$ cat config.mk
export PLATFORM = sky130hd
export DESIGN_NAME = battery_level_tracker_top_flat
export DESIGN_NICKNAME = d
export VERILOG_FILES = /design/src/rtl/core/blt_pkg.sv /design/src/rtl/core/blt_in_if.sv /design/src/rtl/core/blt_out_if.sv /design/src/rtl/core/battery_level_tracker_top.sv /design/src/flat_wrapper.sv
export VERILOG_INCLUDE_DIRS = /design/src /design/src/rtl/core
export SDC_FILE = /design/constraint.sdc
export NUM_CORES = 1
export LEC_CHECK = 0
export BUFFER_PORTS_ARGS = -buffer_cell sky130_fd_sc_hd__buf_2
export CORE_AREA = 2 2 166 168
export DETAILED_ROUTE_END_ITERATION = 10
export DIE_AREA = 0 0 168 170
export PLACE_DENSITY = 0.85
export SYNTH_ARGS = -nofsm -noshare
export SYNTH_HDL_FRONTEND = slang
export SYNTH_SLANG_ARGS = --single-unit
$ cat constraint.sdc
create_clock -name clk -period 8 [get_ports clk]
set_clock_uncertainty 0.2 [all_clocks]
set_input_delay 0.4 -clock clk [delete_from_list [all_inputs] [get_ports clk]]
set_output_delay 0.4 -clock clk [all_outputs]
set_load 0.01 [all_outputs]
$ cat src/rtl/core/battery_level_tracker_top_assert.svh
// Assertion macros shared by the battery level tracker RTL.
`ifndef BATTERY_LEVEL_TRACKER_TOP_ASSERT_SVH
`define BATTERY_LEVEL_TRACKER_TOP_ASSERT_SVH

// Same-cycle implication, checked on every rising clk edge outside reset.
`define BLT_ASSERT_IMPL(lbl, ante, cons) \
  lbl: assert property (@(posedge clk) disable iff (rst) (ante) |-> (cons)) \
    else $error("battery_level_tracker assertion failed");

// Next-cycle implication.
`define BLT_ASSERT_NEXT(lbl, ante, cons) \
  lbl: assert property (@(posedge clk) disable iff (rst) (ante) |=> (cons)) \
    else $error("battery_level_tracker assertion failed");

`endif

$ cat src/rtl/core/blt_pkg.sv
// Package with shared widths, register indexes and reset values of the tracker.
`default_nettype none
package blt_pkg;

  localparam int ADC_BITS_DEF  = 10;
  localparam int FRAC_BITS_DEF = 8;

  localparam int PCT_W = 7;
  localparam int CNT_W = 9;

  localparam logic [PCT_W-1:0] PCT_FULL = 7'd100;

  localparam int CFG_IDX_W = 3;
  localparam logic [CFG_IDX_W-1:0] REG_EMPTY_LEVEL  = 3'd0;
  localparam logic [CFG_IDX_W-1:0] REG_FULL_LEVEL   = 3'd1;
  localparam logic [CFG_IDX_W-1:0] REG_SMOOTHING    = 3'd2;
  localparam logic [CFG_IDX_W-1:0] REG_COUNT_LIMIT  = 3'd3;
  localparam logic [CFG_IDX_W-1:0] REG_JUMP_LIMIT   = 3'd4;

  localparam logic [7:0]       SMOOTHING_RST   = 8'd4;
  localparam logic [PCT_W-1:0] COUNT_LIMIT_RST = 7'd10;
  localparam logic [PCT_W-1:0] JUMP_LIMIT_RST  = 7'd1;

endpackage
`default_nettype wire

$ cat src/rtl/core/blt_in_if.sv
// Input channel: one tick with charger flag, ADC sample and priming mark.
`default_nettype none
interface blt_in_if
  import blt_pkg::*;
#(
  parameter int ADC_BITS = ADC_BITS_DEF
) ();
  logic                valid;
  logic                ready;
  logic                charging;
  logic [ADC_BITS-1:0] sample;
  logic                priming;

  modport source (output valid, output charging, output sample, output priming,
                  input ready);
  modport sink (input valid, input charging, input sample, input priming,
                output ready);
endinterface
`default_nettype wire

$ cat src/rtl/core/blt_out_if.sv
// Output channel: reported state, smoothed percent and corrected sample.
`default_nettype none
interface blt_out_if
  import blt_pkg::*;
#(
  parameter int ADC_BITS = ADC_BITS_DEF
) ();
  logic                       valid;
  logic                       ready;
  logic                       report;
  logic                       shown_charging;
  logic [PCT_W-1:0]           shown_percent;
  logic [PCT_W-1:0]           smoothed_percent;
  logic signed [ADC_BITS+1:0] corrected_sample;

  modport source (output valid, output report, output shown_charging,
                  output shown_percent, output smoothed_percent,
                  output corrected_sample, input ready);
  modport sink (input valid, input report, input shown_charging,
                input shown_percent, input smoothed_percent,
                input corrected_sample, output ready);
endinterface
`default_nettype wire

$ cat src/rtl/core/battery_level_tracker_top.sv
// Top level of the battery level tracker: sequencer around one shared divider.
//
//   channel  | dir | handshake          | transaction
//   ---------+-----+--------------------+---------------------------------------
//   tick     | in  | valid/ready        | charging, sample, priming
//   status   | out | valid/ready        | report, shown_charging, shown_percent,
//            |     |                    | smoothed_percent, corrected_sample
//   cfg      | in  | cfg_we, no ready   | cfg_index, cfg_data
//
// The cost of a tick is set by two passes of the shared restoring divider, each
// producing one quotient bit a cycle over DW = max(ADC_BITS+7, FRAC_BITS+8) bits:
// one pass for the percent scaling, one for the filter step. A reading at or
// outside the levels skips the percent pass; the first tick skips the filter pass.
// tick.ready is high only while the sequencer is idle; a finished transaction
// waits in the output register, and the next tick is accepted meanwhile.
// A stalled output holds the sequencer in its last step until status drains.
// Reset (rst, synchronous) clears the control and tracking state and loads the
// register reset values; no clearing pass is needed.
`default_nettype none
`include "battery_level_tracker_top_assert.svh"
module battery_level_tracker_top
  import blt_pkg::*;
#(
  parameter int ADC_BITS  = ADC_BITS_DEF,
  parameter int FRAC_BITS = FRAC_BITS_DEF
) (
  input  wire logic                 clk,
  input  wire logic                 rst,
  blt_in_if.sink                    tick,
  blt_out_if.source                 status,
  input  wire logic                 cfg_we,
  input  wire logic [CFG_IDX_W-1:0] cfg_index,
  input  wire logic [ADC_BITS-1:0]  cfg_data
);

  // Datapath widths
  localparam int COR_W  = ADC_BITS + 2;            // corrected sample, signed
  localparam int OFS_W  = ADC_BITS + 1;            // charge offset, signed
  localparam int FV_W   = FRAC_BITS + PCT_W;       // filter value, unsigned
  localparam int NUM_W  = FRAC_BITS + 9;           // filter numerator, signed
  localparam int MAG_W  = FRAC_BITS + 8;           // numerator magnitude
  localparam int PD_W   = ADC_BITS + PCT_W;        // 100 * (corrected - empty)
  localparam int DW     = (PD_W > MAG_W) ? PD_W : MAG_W;
  localparam int DVW    = (ADC_BITS > 9) ? ADC_BITS : 9;
  localparam int DCNT_W = $clog2(DW + 1);

  localparam logic [FV_W-1:0] FILT_MAX = FV_W'(PCT_FULL) << FRAC_BITS;

  // Sequencer codes
  localparam logic [2:0] S_IDLE  = 3'd0;
  localparam logic [2:0] S_OFS   = 3'd1;  // recompute charge offset
  localparam logic [2:0] S_SCALE = 3'd2;  // correct sample, set up percent divide
  localparam logic [2:0] S_DIV1  = 3'd3;  // percent division
  localparam logic [2:0] S_FILT  = 3'd4;  // set up filter divide or first load
  localparam logic [2:0] S_DIV2  = 3'd5;  // filter step division
  localparam logic [2:0] S_UPD   = 3'd6;  // apply filter step
  localparam logic [2:0] S_FIN   = 3'd7;  // hysteresis, report, output load

  // Configuration registers
  logic [ADC_BITS-1:0] empty_level;
  logic [ADC_BITS-1:0] full_level;
  logic [7:0]          smoothing_divisor;
  logic [PCT_W-1:0]    count_limit;
  logic [PCT_W-1:0]    jump_limit;

  // Sequencer and captured tick
  logic [2:0]          state;
  logic                chg_q;
  logic [ADC_BITS-1:0] smp_q;
  logic                prime_q;

  // Tracking state
  logic                    held_charging;
  logic [PCT_W-1:0]        held_percent;
  logic signed [COR_W-1:0] last_corrected;
  logic signed [OFS_W-1:0] charge_offset;
  logic [FV_W-1:0]         filter_value;
  logic                    first_pending;
  logic signed [CNT_W-1:0] change_count;

  // Shared divider
  logic [DW-1:0]     dvd;
  logic [DVW-1:0]    rem;
  logic [DVW-1:0]    divisor;
  logic [DCNT_W-1:0] div_cnt;
  logic              neg_q;

  // Output register
  logic                    o_valid;
  logic                    o_report;
  logic                    o_shown_chg;
  logic [PCT_W-1:0]        o_shown_pct;
  logic [PCT_W-1:0]        o_smoothed;
  logic signed [COR_W-1:0] o_corr;

  assign tick.ready              = (state == S_IDLE);
  assign status.valid            = o_valid;
  assign status.report           = o_report;
  assign status.shown_charging   = o_shown_chg;
  assign status.shown_percent    = o_shown_pct;
  assign status.smoothed_percent = o_smoothed;
  assign status.corrected_sample = o_corr;

  // ---------------------------------------------------------------------
  // Offset recompute: pull the offset so the corrected level does not jump
  // when the charger is plugged or unplugged.
  // ---------------------------------------------------------------------
  logic                    held_eff;
  logic signed [COR_W-1:0] smp_s;
  logic signed [COR_W-1:0] ofs_diff;
  logic                    fix_take;
  logic signed [OFS_W-1:0] ofs_sat;
  logic signed [OFS_W-1:0] ofs_fix;

  always_comb begin
    held_eff = prime_q ? chg_q : held_charging;
    smp_s    = $signed({2'b00, smp_q});
    ofs_diff = last_corrected - smp_s;
    fix_take = chg_q ? (smp_s > last_corrected) : (smp_s < last_corrected);
    if (ofs_diff[COR_W-1] == ofs_diff[COR_W-2]) begin
      ofs_sat = ofs_diff[OFS_W-1:0];
    end else if (ofs_diff[COR_W-1]) begin
      ofs_sat = $signed({1'b1, {ADC_BITS{1'b0}}});
    end else begin
      ofs_sat = $signed({1'b0, {ADC_BITS{1'b1}}});
    end
    ofs_fix = fix_take ? ofs_sat : '0;
  end

  // ---------------------------------------------------------------------
  // Correction and percent setup. The sum cannot leave the corrected range
  // with a saturated offset, so no clamp is applied.
  // ---------------------------------------------------------------------
  logic signed [COR_W-1:0] corr;
  logic signed [COR_W-1:0] e_s;
  logic signed [COR_W-1:0] f_s;
  logic [ADC_BITS-1:0]     span;
  logic [PD_W-1:0]         scaled;

  always_comb begin
    corr   = smp_s + {charge_offset[OFS_W-1], charge_offset};
    e_s    = $signed({2'b00, empty_level});
    f_s    = $signed({2'b00, full_level});
    span   = corr[ADC_BITS-1:0] - empty_level;
    // times 100 as 64 + 32 + 4
    scaled = PD_W'({span, 6'b0}) + PD_W'({span, 5'b0}) + PD_W'({span, 2'b0});
  end

  // ---------------------------------------------------------------------
  // Restoring divider step, one quotient bit a cycle; quotient shifts into dvd.
  // ---------------------------------------------------------------------
  logic [DVW:0]   trial;
  logic           fits;
  logic [DVW:0]   trial_sub;
  logic [DVW-1:0] rem_step;
  logic [DW-1:0]  dvd_step;

  always_comb begin
    trial     = {rem, dvd[DW-1]};
    fits      = trial >= {1'b0, divisor};
    trial_sub = trial - {1'b0, divisor};
    rem_step  = fits ? trial_sub[DVW-1:0] : trial[DVW-1:0];
    dvd_step  = {dvd[DW-2:0], fits};
  end

  // ---------------------------------------------------------------------
  // Filter: step = floor((2*(target - value) + d) / (2*d)), half rounds up.
  // ---------------------------------------------------------------------
  logic [FV_W-1:0]         target;
  logic [7:0]              step_div;
  logic signed [NUM_W-1:0] diff_s;
  logic signed [NUM_W-1:0] num;
  logic                    num_neg;
  logic [NUM_W-1:0]        num_abs;
  logic [8:0]              den;
  logic                    rem_nz;
  logic [NUM_W-1:0]        qmag;
  logic [NUM_W-1:0]        qstep;
  logic [NUM_W-1:0]        fv_sum;

  always_comb begin
    target   = {dvd[PCT_W-1:0], {FRAC_BITS{1'b0}}};
    step_div = (smoothing_divisor == 8'd0) ? 8'd1 : smoothing_divisor;
    diff_s   = $signed({2'b00, target}) - $signed({2'b00, filter_value});
    num      = $signed({diff_s[NUM_W-2:0], 1'b0})
             + $signed({{(NUM_W-8){1'b0}}, step_div});
    num_neg  = num[NUM_W-1];
    num_abs  = num_neg ? -num : num;
    den      = {step_div, 1'b0};
    // negative side: -ceil(|num| / den)
    rem_nz   = (rem != '0);
    qmag     = {1'b0, dvd[MAG_W-1:0]} + {{(NUM_W-1){1'b0}}, rem_nz && neg_q};
    qstep    = neg_q ? -qmag : qmag;
    fv_sum   = {2'b00, filter_value} + qstep;
  end

  // ---------------------------------------------------------------------
  // Hysteresis on the rounded percent.
  // ---------------------------------------------------------------------
  logic [FV_W:0]           round_sum;
  logic [PCT_W-1:0]        pct;
  logic                    up;
  logic                    down;
  logic [PCT_W-1:0]        step;
  logic signed [CNT_W-1:0] step_s;
  logic signed [CNT_W-1:0] cnt_new;
  logic [CNT_W-1:0]        cnt_mag;
  logic                    over;
  logic                    rep;
  logic                    held_chg_after;
  logic [PCT_W-1:0]        held_pct_after;
  logic                    fin_go;

  always_comb begin
    round_sum = {1'b0, filter_value}
              + {{(FV_W+1-FRAC_BITS){1'b0}}, 1'b1, {(FRAC_BITS-1){1'b0}}};
    pct       = round_sum[FRAC_BITS+PCT_W-1:FRAC_BITS];
    up        = pct > held_percent;
    down      = pct < held_percent;
    step      = up ? (pct - held_percent) : (held_percent - pct);
    step_s    = $signed({2'b00, step});
    if (up) begin
      cnt_new = change_count + step_s;
    end else if (down) begin
      cnt_new = change_count - step_s;
    end else begin
      cnt_new = '0;
    end
    cnt_mag = cnt_new[CNT_W-1] ? -cnt_new : cnt_new;
    over    = cnt_mag > {2'b00, count_limit};
    rep     = !prime_q &&
              ((chg_q != held_charging) ||
               (over && (step > jump_limit)) ||
               (held_charging && up && over && !cnt_new[CNT_W-1]) ||
               (!held_charging && down && over && cnt_new[CNT_W-1]));
    held_chg_after = rep ? chg_q : held_charging;
    held_pct_after = (rep || prime_q) ? pct : held_percent;
    fin_go  = (state == S_FIN) && (!o_valid || status.ready);
  end

  // ---------------------------------------------------------------------
  // Configuration writes
  // ---------------------------------------------------------------------
  always_ff @(posedge clk) begin
    if (rst) begin
      empty_level       <= '0;
      full_level        <= '1;
      smoothing_divisor <= SMOOTHING_RST;
      count_limit       <= COUNT_LIMIT_RST;
      jump_limit        <= JUMP_LIMIT_RST;
    end else if (cfg_we) begin
      unique case (cfg_index)
        REG_EMPTY_LEVEL: empty_level       <= cfg_data;
        REG_FULL_LEVEL:  full_level        <= cfg_data;
        REG_SMOOTHING:   smoothing_divisor <= cfg_data[7:0];
        REG_COUNT_LIMIT: count_limit       <= cfg_data[PCT_W-1:0];
        REG_JUMP_LIMIT:  jump_limit        <= cfg_data[PCT_W-1:0];
        default: ;  // drop writes beyond the register list
      endcase
    end
  end

  // ---------------------------------------------------------------------
  // Sequencer, tracking state and shared divider
  // ---------------------------------------------------------------------
  always_ff @(posedge clk) begin
    if (rst) begin
      state          <= S_IDLE;
      held_charging  <= 1'b0;
      held_percent   <= '0;
      last_corrected <= '0;
      charge_offset  <= '0;
      filter_value   <= '0;
      first_pending  <= 1'b1;
      change_count   <= '0;
      div_cnt        <= '0;
    end else begin
      unique case (state)
        S_IDLE: begin
          if (tick.valid) begin
            state <= S_OFS;
          end
        end
        S_OFS: begin
          held_charging <= held_eff;
          if (chg_q != held_eff) begin
            charge_offset <= ofs_fix;
          end
          state <= S_SCALE;
        end
        S_SCALE: begin
          last_corrected <= corr;
          rem            <= '0;
          if (corr <= e_s) begin
            dvd   <= '0;
            state <= S_FILT;
          end else if (corr >= f_s) begin
            dvd   <= DW'(PCT_FULL);
            state <= S_FILT;
          end else begin
            dvd     <= DW'(scaled);
            divisor <= DVW'(full_level - empty_level);
            div_cnt <= DCNT_W'(DW);
            state   <= S_DIV1;
          end
        end
        S_DIV1, S_DIV2: begin
          dvd     <= dvd_step;
          rem     <= rem_step;
          div_cnt <= div_cnt - 1'b1;
          if (div_cnt == DCNT_W'(1)) begin
            state <= (state == S_DIV1) ? S_FILT : S_UPD;
          end
        end
        S_FILT: begin
          if (first_pending) begin
            // first sample loads the filter directly
            filter_value  <= target;
            first_pending <= 1'b0;
            state         <= S_FIN;
          end else begin
            neg_q   <= num_neg;
            dvd     <= DW'(num_abs[MAG_W-1:0]);
            rem     <= '0;
            divisor <= DVW'(den);
            div_cnt <= DCNT_W'(DW);
            state   <= S_DIV2;
          end
        end
        S_UPD: begin
          filter_value <= fv_sum[FV_W-1:0];
          state        <= S_FIN;
        end
        S_FIN: begin
          if (fin_go) begin
            held_charging <= held_chg_after;
            held_percent  <= held_pct_after;
            if (!prime_q) begin
              if (rep) begin
                change_count <= '0;
              end else if (over) begin
                // nudge the offset one step toward zero
                if (!cnt_new[CNT_W-1] && !charge_offset[OFS_W-1] &&
                    (charge_offset != '0)) begin
                  charge_offset <= charge_offset - 1'b1;
                end else if (cnt_new[CNT_W-1] && charge_offset[OFS_W-1]) begin
                  charge_offset <= charge_offset + 1'b1;
                end
                change_count <= '0;
              end else begin
                change_count <= cnt_new;
              end
            end
            state <= S_IDLE;
          end
        end
        default: state <= S_IDLE;
      endcase
    end
  end

  // Capture the tick payload on acceptance
  always_ff @(posedge clk) begin
    if (tick.valid && tick.ready) begin
      chg_q   <= tick.charging;
      smp_q   <= tick.sample;
      prime_q <= tick.priming;
    end
  end

  // Output register: load on the last step, drop when taken
  always_ff @(posedge clk) begin
    if (rst) begin
      o_valid <= 1'b0;
    end else if (fin_go) begin
      o_valid <= 1'b1;
    end else if (status.ready) begin
      o_valid <= 1'b0;
    end
  end

  always_ff @(posedge clk) begin
    if (fin_go) begin
      o_report    <= rep;
      o_shown_chg <= held_chg_after;
      o_shown_pct <= held_pct_after;
      o_smoothed  <= pct;
      o_corr      <= last_corrected;
    end
  end

  // ---------------------------------------------------------------------
  // Assertions
  // ---------------------------------------------------------------------
  `BLT_ASSERT_IMPL(a_filter_range, 1'b1, filter_value <= FILT_MAX)
  `BLT_ASSERT_NEXT(a_report_clears_count, fin_go && rep, change_count == '0)
  `BLT_ASSERT_IMPL(a_divider_parked, state == S_IDLE, div_cnt == '0)
  `BLT_ASSERT_IMPL(a_report_loads_percent, o_valid && o_report,
                   o_shown_pct == o_smoothed)

endmodule
`default_nettype wire

$ cat src/flat_wrapper.sv
// flat-port wrapper written by rule: the top's interface ports become plain ports
module battery_level_tracker_top_flat import blt_pkg::*;
#(
  parameter int ADC_BITS  = ADC_BITS_DEF,
  parameter int FRAC_BITS = FRAC_BITS_DEF
)
  (clk, rst, cfg_we, cfg_index, cfg_data, tick_valid, tick_charging, tick_sample, tick_priming, tick_ready, status_valid, status_report, status_shown_charging, status_shown_percent, status_smoothed_percent, status_corrected_sample, status_ready);
  blt_in_if #(.ADC_BITS(ADC_BITS)) tick_i ();
  blt_out_if #(.ADC_BITS(ADC_BITS)) status_i ();
  input  wire logic clk;
  input  wire logic rst;
  input  wire logic cfg_we;
  input  wire logic [CFG_IDX_W-1:0] cfg_index;
  input  wire logic [ADC_BITS-1:0] cfg_data;
  input wire logic [$bits(tick_i.valid)-1:0] tick_valid;
  input wire logic [$bits(tick_i.charging)-1:0] tick_charging;
  input wire logic [$bits(tick_i.sample)-1:0] tick_sample;
  input wire logic [$bits(tick_i.priming)-1:0] tick_priming;
  output wire logic [$bits(tick_i.ready)-1:0] tick_ready;
  output wire logic [$bits(status_i.valid)-1:0] status_valid;
  output wire logic [$bits(status_i.report)-1:0] status_report;
  output wire logic [$bits(status_i.shown_charging)-1:0] status_shown_charging;
  output wire logic [$bits(status_i.shown_percent)-1:0] status_shown_percent;
  output wire logic [$bits(status_i.smoothed_percent)-1:0] status_smoothed_percent;
  output wire logic [$bits(status_i.corrected_sample)-1:0] status_corrected_sample;
  input wire logic [$bits(status_i.ready)-1:0] status_ready;
  assign tick_i.valid = tick_valid;
  assign tick_i.charging = tick_charging;
  assign tick_i.sample = tick_sample;
  assign tick_i.priming = tick_priming;
  assign tick_ready = tick_i.ready;
  assign status_valid = status_i.valid;
  assign status_report = status_i.report;
  assign status_shown_charging = status_i.shown_charging;
  assign status_shown_percent = status_i.shown_percent;
  assign status_smoothed_percent = status_i.smoothed_percent;
  assign status_corrected_sample = status_i.corrected_sample;
  assign status_i.ready = status_ready;
  battery_level_tracker_top #(.ADC_BITS(ADC_BITS), .FRAC_BITS(FRAC_BITS)) u_core (.clk(clk), .rst(rst), .tick(tick_i), .status(status_i), .cfg_we(cfg_we), .cfg_index(cfg_index), .cfg_data(cfg_data));
endmodule
==> results.txt <==
- The worst setup path is launched from a register.
* Number of standard-cell rows in the floorplan: 60
* Primary flip-flop cell chosen by synthesis mapping: sky130_fd_sc_hd__dfxtp_1
* Root Buffer: sky130_fd_sc_hd__clkbuf_16
- Entering global routing, the biggest net connects 84 pins.
- Layout area overhead: 9.726%
- Number of enable flip-flop cells after synthesis: between 70 and 80
* Via density: roughly 6.3
* Peak Freq: roughly 130 MHz
- Overflow left after global routing: 0
- Clock-pin slew was measured on the worst setup and hold paths at ~80 ps.
* Chip width: between 150 and 200 microns
- Routability-driven placement finished with a final weighted congestion of between 1 and 1.5.
- Gate Count Post-Synth: 1833
- Critical path class: register to register
* Core area: ~0.027 sq mm
* Dominant cell type by count on the critical path: sky130_fd_sc_hd__o21a_1
- Counting every sink on the clock net gives approximately 190.
* Wire length per cell after detailed routing: 18.68 microns
- Arrival time at the worst endpoint: approximately 7600 ps
- Global-route wire length before repair: 67410 microns
* Setup_tns: 0 ps
- The final hold violation count is 0.
- Data required, critical path: 7990 ps
- Tot GR Track Use: between 20% and 30%
* Category of the worst setup path capture point: register
- After synthesis, the cell types taking the most area are sky130_fd_sc_hd__edfxtp_1 15%, sky130_fd_sc_hd__dfxtp_1 14%, sky130_fd_sc_hd__ha_1 13%, sky130_fd_sc_hd__xnor2_1 4.7%, sky130_fd_sc_hd__nand2_1 4.7%.
- CTS max path bufs: 2
- FF+latch count, synth: 185
- The floorplan step defined a die boundary enclosing approximately 0.029 sq mm.
* Class of the most critical hold timing path: primary input to register
- The final critical path takes up between 90% and 100% of the cycle.
* Clock buffers created by TritonCTS: 17
* Distinct cells, synth: 84
- Status: finished, final reports clean
- In this run the worst path has a maximum fanout of 8.
* Library cell contributing the largest single delay on the critical path: sky130_fd_sc_hd__fa_1
- Mean instance size in the synthesized netlist: about 8.4 sq um
- TritonCTS built the clock tree.
- Total routed wirelength: 41690 microns
- Share of cells above drive strength 1: 9.519%
- Clk Latency, worst-skew pair: 450 ps
- Setup violations remaining at the end of the flow were counted as 0.
* CTS H-Tree Depth: 4
* Total DRC errors in the routed layout: 0
- Cell area after synthesis: approximately 0.015 sq mm
* Number of top-level pins: 60
- Detailed placement finished with a half-perimeter wire length of roughly 32000 microns.
- The final number of max-transition violations is 0.
- Sequential-to-total area share from yosys stat: between 20% and 30%
- The pre-antenna-repair detailed-routing pass consisted of 7 iterations.
* Placed instance count: around 2200
- The routed layout has around 14000 vias.
* Height of the chip: between 150 and 200 microns
- At the pin with the least slew margin, the transition time is about 990 ps.
* Inserted Diodes: 0
- Cell type with the largest total area after synthesis: sky130_fd_sc_hd__edfxtp_1
* Most common cell after layout, fill and taps aside: sky130_fd_sc_hd__nand2_1
* Count of maximum capacitance violations: 0
- The first routing iteration left between 1000 and 1500 violations.
- Counting every net in the synthesized netlist gives between 2000 and 2500.
* Via count of the first global-routing pass: around 13000
- Maximum single-stage delay on the critical path: 480 ps
- Of the post-synthesis cell area, the dominant cell type holds approximately 15%.
- Final net count: approximately 2100
- Remaining max-slew budget at the tightest pin: around 34%
* Initial core utilization: between 50% and 60%
* Non-filler cells, final: between 2000 and 2500
- Clock period minus final worst setup slack: around 7600 ps
- Async set-reset flop share out of synthesis: 0%
* Antenna violations before repair: 0
* DRT antenna net count: 0
- In the layout the commonest cells are 191 x sky130_fd_sc_hd__nand2_1, 171 x sky130_fd_sc_hd__inv_1, 155 x sky130_fd_sc_hd__ha_1.
* Buffers on Ports: 59
- Yosys synthesis warning count: 0
-- worst max-delay path, delay by kind of cell (launching register included) --
family | cells | cell delay [ps]
XOR/XNOR | 1 | 210
AND/OR/NAND/NOR | 7 | 1240
AO/OA/AOI/OAI | 17 | 3300
flip-flops | 1 | 410
adder cells (fa/ha/maj) | 3 | 1090
buffers and inverters | 3 | 470
multiplexers | 1 | 380
-- sequential cells by signal, summed over array words and instances, names as in the netlist, 7 cells and up --
register / flops
u_core.smoothing_divisor: 8
u_core.divisor: 10
u_core.jump_limit: 7
u_core.status.smoothed_percent: 7
u_core.filter_value: 15
u_core.status.shown_percent: 7
u_core.smp_q: 10
u_core.rem: 10
u_core.count_limit: 7
u_core.status.corrected_sample: 12
u_core.change_count: 9
u_core.held_percent: 7
u_core.empty_level: 10
u_core.full_level: 10
u_core.last_corrected: 12
u_core.charge_offset: 11
u_core.dvd: 17
-- cells in the mapped netlist, drive strengths merged, types with 10 or more instances --
library cell,count
a22oi,17
mux2i,20
nand3,54
a21boi,10
o211ai,23
and3,13
o21bai,12
nand2,191
o21ai,85
dfxtp,107
nand4,17
buf,15
nor4,15
ha,160
and2,14
a31oi,15
a21oi,120
a21o,28
xor2,59
a211oi,20
or2,12
edfxtp,78
o31ai,17
nand2b,26
nor3b,10
clkbuf,57
fa,19
o21a,21
nor2,131
xnor2,83
nor3,36
nor2b,32
or3,15
inv,171
o221ai,13
-- layer usage --
| layer | track usage, % | vias up | part of all wire [%] |
|---|---|---|---|
| li1 | - | 6632 | - |
| met1 | 37.50 | 6678 | 42 |
| met2 | 50.22 | 547 | 48 |
| met3 | 4.419 | 102 | 6.5 |
| met4 | 10.66 | 0 | 3.2 |
| met5 | 0 | - | 0 |
-- cells by family (layout without fill, tap and decap cells) --
| group | count (synthesis) | after routing | synth area share [%] |
|---|---|---|---|
| and+or+nand+nor | 594 | 594 | 19.09 |
| DFF | 185 | 185 | 29.15 |
| AOI/OAI and AO/OA | 464 | 464 | 20.30 |
| buffers and inverters | 244 | 302 | 6.107 |
| adders and majority gates | 179 | 179 | 15.48 |
| xor gates and xnor gates | 142 | 142 | 8.205 |
| muxes | 25 | 25 | 1.667 |
-- cell type report --
type                            instances  area, sq um
Timing Repair Buffer                   98        626.9
Clock buffer                           17        425.4
Tap cell                              341        426.7
Multi-Input combinational cell       1404        10090
Fill cell                            2193         9768
Clock inverter                         15        180.2
Inverter                              172        645.6
Sequential cell                       185         4487
-- worst paths after layout --
check	depth (start not counted)	slack, ps	end	start
min	3	40	u_core.smoothing_divisor[7]	cfg_data[7]
max reg2reg	32	430	u_core.status.shown_percent[6]	u_core.filter_value[11]
min reg2reg	2	250	u_core.jump_limit[2]	u_core.jump_limit[2]
max	32	430	u_core.status.shown_percent[6]	u_core.filter_value[11]
-- per-stage QoR --
| stage | cell area (sq um) | util [%] | worst slack, ps | hold WS [ps] |
|---|---|---|---|---|
| after floorplan | 15390 | - | 322.2 | 206.4 |
| after global placement | 16010 | 60.08 | 77.27 | 241.7 |
| after detailed placement | 16010 | 60.08 | -169.6 | 249.3 |
| after CTS | 16760 | 62.90 | 23.78 | 38.81 |
| after global routing | 16880 | 63.35 | -17.02 | 52.89 |
| final | 16880 | 63.35 | 425.9 | 43.77 |
-- timing repair --
item | CTS | global route
gates cloned | 0 | 0
endpoints found under the setup margin | 33 | 35
hold buffers | 14 | 0
pin swaps | 0 | 5
gates resized for setup | 1 | 29
buffers inserted | 0 | 1
endpoints found under the hold margin | 16 | 0
Power is not shown: default switching activity piles up to over one toggle a cycle in this logic, so the estimate is an artifact.
